===== src/rtl/core/proximity_dedup_landmark_table_core_macros.svh =====
// Assertion helpers shared by the landmark table RTL.
`ifndef PROXIMITY_DEDUP_LANDMARK_TABLE_CORE_MACROS_SVH
`define PROXIMITY_DEDUP_LANDMARK_TABLE_CORE_MACROS_SVH

// Same-cycle implication, disabled in reset.
`define PDLT_ASSERT_IMPL(label, clk, rst, ante, cons) \
   label: assert property (@(posedge clk) disable iff (rst) (ante) |-> (cons)) \
      else $error("pdlt same-cycle check failed");

// Next-cycle implication, disabled in reset.
`define PDLT_ASSERT_NEXT(label, clk, rst, ante, cons) \
   label: assert property (@(posedge clk) disable iff (rst) (ante) |=> (cons)) \
      else $error("pdlt next-cycle check failed");

`endif


===== src/rtl/core/pdlt_pkg.sv =====
`timescale 1ns / 1ps
package pdlt_pkg;

   localparam int CFG_BITS = 24;
   localparam int CAP_BITS = 24;   // axis difference saturates at 2^24
   localparam int SQ_BITS  = 2 * CAP_BITS;

   typedef enum logic [2:0] {
      V_NEW          = 3'd0,
      V_BAD_DEPTH    = 3'd1,
      V_OUT_OF_RANGE = 3'd2,
      V_DUPLICATE    = 3'd3,
      V_TABLE_FULL   = 3'd4
   } verdict_type;

   typedef enum logic {
      OP_RANGE = 1'b0,
      OP_MARK  = 1'b1
   } op_kind_type;

   typedef struct packed {
      logic        vld;
      op_kind_type kind;
   } dist_ctl_type;

   typedef struct packed {
      logic        vld;
      op_kind_type kind;
      logic        flag;   // range: too far; mark: too near
   } dist_res_type;

   typedef struct packed {
      logic shift;
      logic load;
   } cell_ctl_type;

endpackage


===== src/rtl/core/pdlt_dist.sv =====
`timescale 1ns / 1ps
// Squared-distance compare, three stages: |diff|, square, sum + compare.
module pdlt_dist #(
   parameter int COORD_BITS = 24
) (
   input  logic                              clock,
   input  logic                              reset,
   input  pdlt_pkg::dist_ctl_type            op_ctl,
   input  logic [2:0][COORD_BITS-1:0]        pt_a,
   input  logic [2:0][COORD_BITS-1:0]        pt_b,
   input  logic [pdlt_pkg::SQ_BITS-1:0]      sep_sq,
   input  logic [pdlt_pkg::SQ_BITS-1:0]      rng_sq,
   output pdlt_pkg::dist_res_type            res,
   output logic                              busy
);
   import pdlt_pkg::*;

   localparam int DW    = COORD_BITS + 1;
   localparam int MW    = (DW > CAP_BITS + 1) ? DW : CAP_BITS + 1;
   localparam int SUM_W = SQ_BITS + 2;

   // stage 1
   dist_ctl_type               ctl_s1_ff;
   logic [2:0][CAP_BITS-1:0]   mag_s1_ff, mag_s1_in;
   logic                       sat_s1_ff;
   logic [2:0]                 sat_axis;

   // stage 2
   dist_ctl_type               ctl_s2_ff;
   logic [2:0][SQ_BITS-1:0]    sq_s2_ff;
   logic                       sat_s2_ff;

   // stage 3
   dist_res_type               res_ff, res_in;
   logic [SUM_W-1:0]           sum;

   for (genvar i = 0; i < 3; i++) begin : g_axis
      logic [DW-1:0] diff;
      logic [DW-1:0] mag;
      logic [MW-1:0] mag_ext;
      assign diff     = {pt_a[i][COORD_BITS-1], pt_a[i]} - {pt_b[i][COORD_BITS-1], pt_b[i]};
      assign mag      = diff[DW-1] ? (~diff + 1'b1) : diff;
      assign mag_ext  = MW'(mag);
      assign sat_axis[i]  = |mag_ext[MW-1:CAP_BITS];
      assign mag_s1_in[i] = mag_ext[CAP_BITS-1:0];
   end

   always_ff @(posedge clock) begin
      if (reset) begin
         ctl_s1_ff <= '0;
         ctl_s2_ff <= '0;
         res_ff    <= '0;
      end else begin
         ctl_s1_ff <= op_ctl;
         ctl_s2_ff <= ctl_s1_ff;
         res_ff    <= res_in;
      end
   end

   always_ff @(posedge clock) begin
      mag_s1_ff <= mag_s1_in;
      sat_s1_ff <= |sat_axis;
      for (int i = 0; i < 3; i++) begin
         sq_s2_ff[i] <= SQ_BITS'(mag_s1_ff[i]) * SQ_BITS'(mag_s1_ff[i]);
      end
      sat_s2_ff <= sat_s1_ff;
   end

   assign sum = SUM_W'(sq_s2_ff[0]) + SUM_W'(sq_s2_ff[1]) + SUM_W'(sq_s2_ff[2]);

   always_comb begin
      res_in.vld  = ctl_s2_ff.vld;
      res_in.kind = ctl_s2_ff.kind;
      if (ctl_s2_ff.kind == OP_RANGE) begin
         res_in.flag = sat_s2_ff || (sum > SUM_W'(rng_sq));
      end else begin
         res_in.flag = !sat_s2_ff && (sum < SUM_W'(sep_sq));
      end
   end

   assign res  = res_ff;
   assign busy = ctl_s1_ff.vld | ctl_s2_ff.vld | res_ff.vld;

endmodule


===== config.mk =====
export PLATFORM = sky130hd
export DESIGN_NAME = pdlt_dist
export DESIGN_NICKNAME = d
export VERILOG_FILES = /design/src/rtl/core/proximity_dedup_landmark_table_core_macros.svh /design/src/rtl/core/pdlt_pkg.sv /design/src/rtl/core/pdlt_dist.sv
export SDC_FILE = /design/constraint.sdc
export NUM_CORES = 2
export LEC_CHECK = 0
export BUFFER_PORTS_ARGS = -buffer_cell sky130_fd_sc_hd__buf_4
export CORE_MARGIN = 3
export CORE_UTILIZATION = 60
export CTS_BUF_LIST = sky130_fd_sc_hd__clkbuf_16
export DETAILED_ROUTE_END_ITERATION = 16
export PLACE_DENSITY = 0.78
export SYNTH_ARGS = -nofsm -noshare
export SYNTH_HDL_FRONTEND = slang
export SYNTH_SLANG_ARGS = --single-unit

===== constraint.sdc =====
create_clock -name clock -period 15.09 [get_ports clock]
set_input_delay 0.7545 -clock clock [delete_from_list [all_inputs] [get_ports clock]]
set_output_delay 0.7545 -clock clock [all_outputs]
set_load 0.01 [all_outputs]

; ---- Yosys cells after proc, flatten, opt, wreduce, memory -nomap -nowiden
; Cells that the tools add are included.
; Widths: inputs -> output; s select.
[word_totals]
inputBits = 244
output_inout_bits = 4
wordCells = 41
register_bits = 225
[op_classes]
n_addsub = 8
multipliers = 3
n_reduce_logical = 4
order_cmp = 2
n_bitwise = 5
mux = 4
[op_table]
columns = operator, n
row1 = $mul 24x24->48, 3
row2 = $add 25x1->25 const B, 3
row3 = $mux 25, 3
row4 = $not 25->25, 3
row5 = $sub 24x24->25, 3
row6 = $add 49x48->50, 1
row7 = $gt 50x48->1, 1
row8 = $lt 50x48->1, 1
row9 = $add 48x48->49, 1
row10 = $reduce_or 3->1, 1
row11 = $or 1x1->1, 2
row12 = $logic_and 1x1->1, 1
row13 = $logic_not 1->1, 1
row14 = $logic_or 1x1->1, 1
row15 = $mux 1, 1

; ---- Logic depth before layout (Yosys ltp)
[depth]
depth_word = 5
mapped_depth = 28

; ---- Worst setup path before layout
; No wires, ideal clock.
[synth_timing]
path_type = register to register
start = reg mag_s1_ff[60] in the netlist's numbering
end = reg sq_s2_ff[141] in the netlist's numbering
path_stages_with_launch = 25
synth_period_minus_slack_ps = 7461
n_path_buf = 1
path_slack_ps = 7629
arrival_ps = 7329
setup_ps = 132
path_cell_list = dfxtp_1 -> clkbuf_1 -> nand2_1 -> fa_1 -> inv_1 -> fa_1 -> inv_1 -> fa_1 -> inv_1 -> fa_1 -> fa_1 -> fa_1 -> inv_1 -> fa_1 -> inv_1 -> ha_1 -> a2111oi_0 -> or3b_1 -> a211o_1 -> a31o_2 -> a2111o_1 -> a311o_1 -> a41oi_1 -> nand2b_1 -> o211ai_1
[synth_via]
elab_chain_cells = 1
[synth_rtl]
columns = element, line_no
row1 = "start, declared", pdlt_dist.sv:24  ; logic [2:0][CAP_BITS-1:0] mag_s1_ff, mag_s1_in;
row2 = "start signal, assigned", pdlt_dist.sv:61  ; mag_s1_ff <= mag_s1_in;
row3 = $mul 24x24->48, pdlt_dist.sv:64  ; sq_s2_ff[i] <= SQ_BITS'(mag_s1_ff[i]) * SQ_BITS'(mag_s1_ff[i]);
row4 = "end signal, assigned by index", pdlt_dist.sv:64
row5 = "end, declared", pdlt_dist.sv:30  ; logic [2:0][SQ_BITS-1:0] sq_s2_ff;
; Every way passes these cells.
; A chain may end at the register's enable or synchronous reset.

; ---- Worst setup path in the final report
[layout_timing]
start = reg mag_s1_ff[2] in the netlist's numbering
end = reg sq_s2_ff[47] in the netlist's numbering
; Same word-level chain as after synthesis.

==> out/results.txt <==
Critical R2R Launch - mag_s1_ff[2]
Final Cycle Share - 55.7%
CP arrival - 8.93 ns
CP required - 15.62 ns
Syn Std Cell Area - 64100 µm²
CTS tree - done
Skew-Pair Late Insertion Delay - 0.61 ns
Rows - 119
crit path time final - 8.40 ns
critical path's slowest cell - dfxtp_1
clk slew on worst S/H paths - 0.06 ns
Yosys reg bits - 222
leading area contributor after synthesis - fa_1
crit-path max cell delay - 1.02 ns
clock skew - 0.0148 ns
H-Tree Depth - 1
post-CTS setup buffers - 0
GRT overflow - 0
count of cell types in the netlist - 82
Finished Core Util - 64.9%
register area share after synthesis - 6.94%
Die H - 333 µm
Mapped Avg Cell Area - 8.98 µm²
DRT Pass-1 Iters - 6
global-route wire length before repair - 255000 µm
Synth area leaders - fa_1, ha_1, inv_1
top cell type's share of synthesized area - 41.2%
Post-CTS Resized - 0
Crit. End Element - flip-flop
CP max FO - 24
via count - 47737
Detail Placement HPWL - 130000 µm
final hold vios - 0
WL/cell - 17.6 µm
IO Pins - 248
CTS max path bufs - 3
Num CTS Buffers - 29
Die Footprint - 111000 µm²
number of synthesized flops with an enable pin - 0
vias in the first global route - 51359
Sink Count - 222
Hold Startpoint - sat_s1_ff
GRT Util Overall - 28.4%
Slew HR - 19.1%
worst setup path class - reg2reg
Final nets - 9609
port bufs - 247
Starting Density - 60.7%
yosys warns - 0
crit path launch - mag_s1_ff[2]
slew at the pin closest to its max-slew limit - 1.21 ns
Root Buffer Master - clkbuf_16
largest net degree at the start of global routing - 27
Design Area, Final - 68500 µm²
Post-Syn Instances - 7137
worst min path class - reg2reg
Iter 0 DRT Violations - 2917
vias per cell - 5.47
fmax - 119 MHz
RSZ-0062 raised after global routing - no
Core Region - 106000 µm²
Setup-failing EPs final - 0
status - finished clean
RD Place Congestion - 0.937
Max Cap Viol - 0
area growth from synthesis to layout - 6.95%
Slew Viols, Final - 0
TNS Setup - 0 ns
initial antenna violation count - 5
Non-Filler Instances - 8720
cts hold-fix bufs - 0
placed cell area - 67400 µm²
layout cells sized above 1 - 5.47%
Worst setup SP type - flip-flop
Inst Count DP - 8665
Chip Width - 333 µm
ys async rst share - 0%
DRC - 0
Top FF cell, synth - dfxtp_1
drt total wl - 154000 µm
remaining antenna violation count after routing - 0
[cell usage after synthesis, types with 8 or more instances]
cell,instances
inv_1,2015
fa_1,1317
ha_1,743
nand2_1,596
and2_1,348
a21oi_1,248
dfxtp_1,222
xnor2_1,201
nor2_1,200
clkbuf_1,165
a21o_1,157
o21ai_0,151
xor2_1,97
nand3_1,58
nor3_1,52
nor2b_1,51
o21a_1,50
a31oi_1,42
nand4_1,41
and3_1,29
a211oi_1,26
o21bai_1,26
o211ai_1,23
nand2b_1,22
or2_2,19
or3_1,15
o31ai_1,13
a31o_2,12
a211o_1,11
a311oi_1,10
nor4_1,10
a221oi_1,8
o2111ai_1,8
o31a_1,8
[worst max-delay path: cells and delay by family (launching register included)]
family / cells / cell delay [ns]
buffers and inverters: 8 / 0.58
and+or+nand+nor: 2 / 0.57
AOI/OAI and AO/OA: 7 / 1.96
DFF: 1 / 1.02
xor gates and xnor gates: 1 / 0.14
adders and majority gates: 8 / 4.05
[cell families (layout without fill, tap and decap cells)]
| group | Yosys count | after routing | synth area share [%] |
|---|---|---|---|
| compound gates | 880 | 880 | 9.03 |
| simple gates | 1480 | 1480 | 11.3 |
| other cells | 2 | 4 | 0.0117 |
| flops | 222 | 222 | 6.94 |
| fa+ha+maj | 2060 | 2060 | 55.7 |
| mux | 11 | 11 | 0.182 |
| buf+inv | 2184 | 2374 | 12.8 |
| xor+xnor | 298 | 298 | 4.07 |
[layout by cell type (no fill, tap or decap), drive strengths merged, types with 23 or more instances in the layout]
master / Yosys / layout
inv: 2015 / 2023
fa: 1317 / 1317
ha: 743 / 743
nand2: 596 / 596
and2: 348 / 348
buf: 4 / 305
a21oi: 249 / 249
dfxtp: 222 / 222
xnor2: 201 / 201
nor2: 200 / 200
a21o: 157 / 157
o21ai: 152 / 152
xor2: 97 / 97
nand3: 58 / 58
nor3: 52 / 52
nor2b: 51 / 51
o21a: 51 / 51
a31oi: 42 / 42
nand4: 41 / 41
and3: 29 / 29
clkbuf: 165 / 29
o21bai: 26 / 26
a211oi: 26 / 26
o211ai: 23 / 23
[metal layers]
metal | vias to the layer above | GRT usage (%) | routed length [µm]
li1 | 21984 | - | -
met1 | 23777 | 36.6 | 60400
met2 | 1592 | 49.4 | 76300
met3 | 382 | 3.75 | 10800
met4 | 2 | 10.4 | 6240
met5 | - | 0 | 13
[cell type report]
cell class,instances,area (µm²)
Clock buffer,29,726
Multi-Input combinational cell,4732,51400
Antenna cell,1,2.50
Tap cell,1391,1740
Fill cell,8457,37100
Clock inverter,25,347
Inverter,2015,7560
Sequential cell,222,4440
Timing Repair Buffer,305,2290
[final timing paths]
path             endpoint  slack (ns)  cells after the start
min reg2reg     sat_s2_ff        0.33                      0
max          sq_s2_ff[47]        6.69                     26
min             sat_s2_ff        0.33                      0
max reg2reg  sq_s2_ff[47]        6.69                     26
[stage by stage]
step                      setup slack [ns]  hold WS [ns]
after floorplan                       7.63         0.310
after global placement                6.91         0.313
after detailed placement              6.80         0.321
after CTS                             6.78         0.335
after global routing                  6.35         0.342
final                                 6.69         0.334
[sequential cells by signal (all words and copies together) (netlist names)]
name and count:
sq_s2_ff 141, mag_s1_ff 72, res 3, ctl_s1_ff 2
ctl_s2_ff 2, sat_s1_ff 1, sat_s2_ff 1
Power is left out: the tool's default activity adds up to more than one toggle a clock period on the data nets, which glitch-free logic cannot reach.
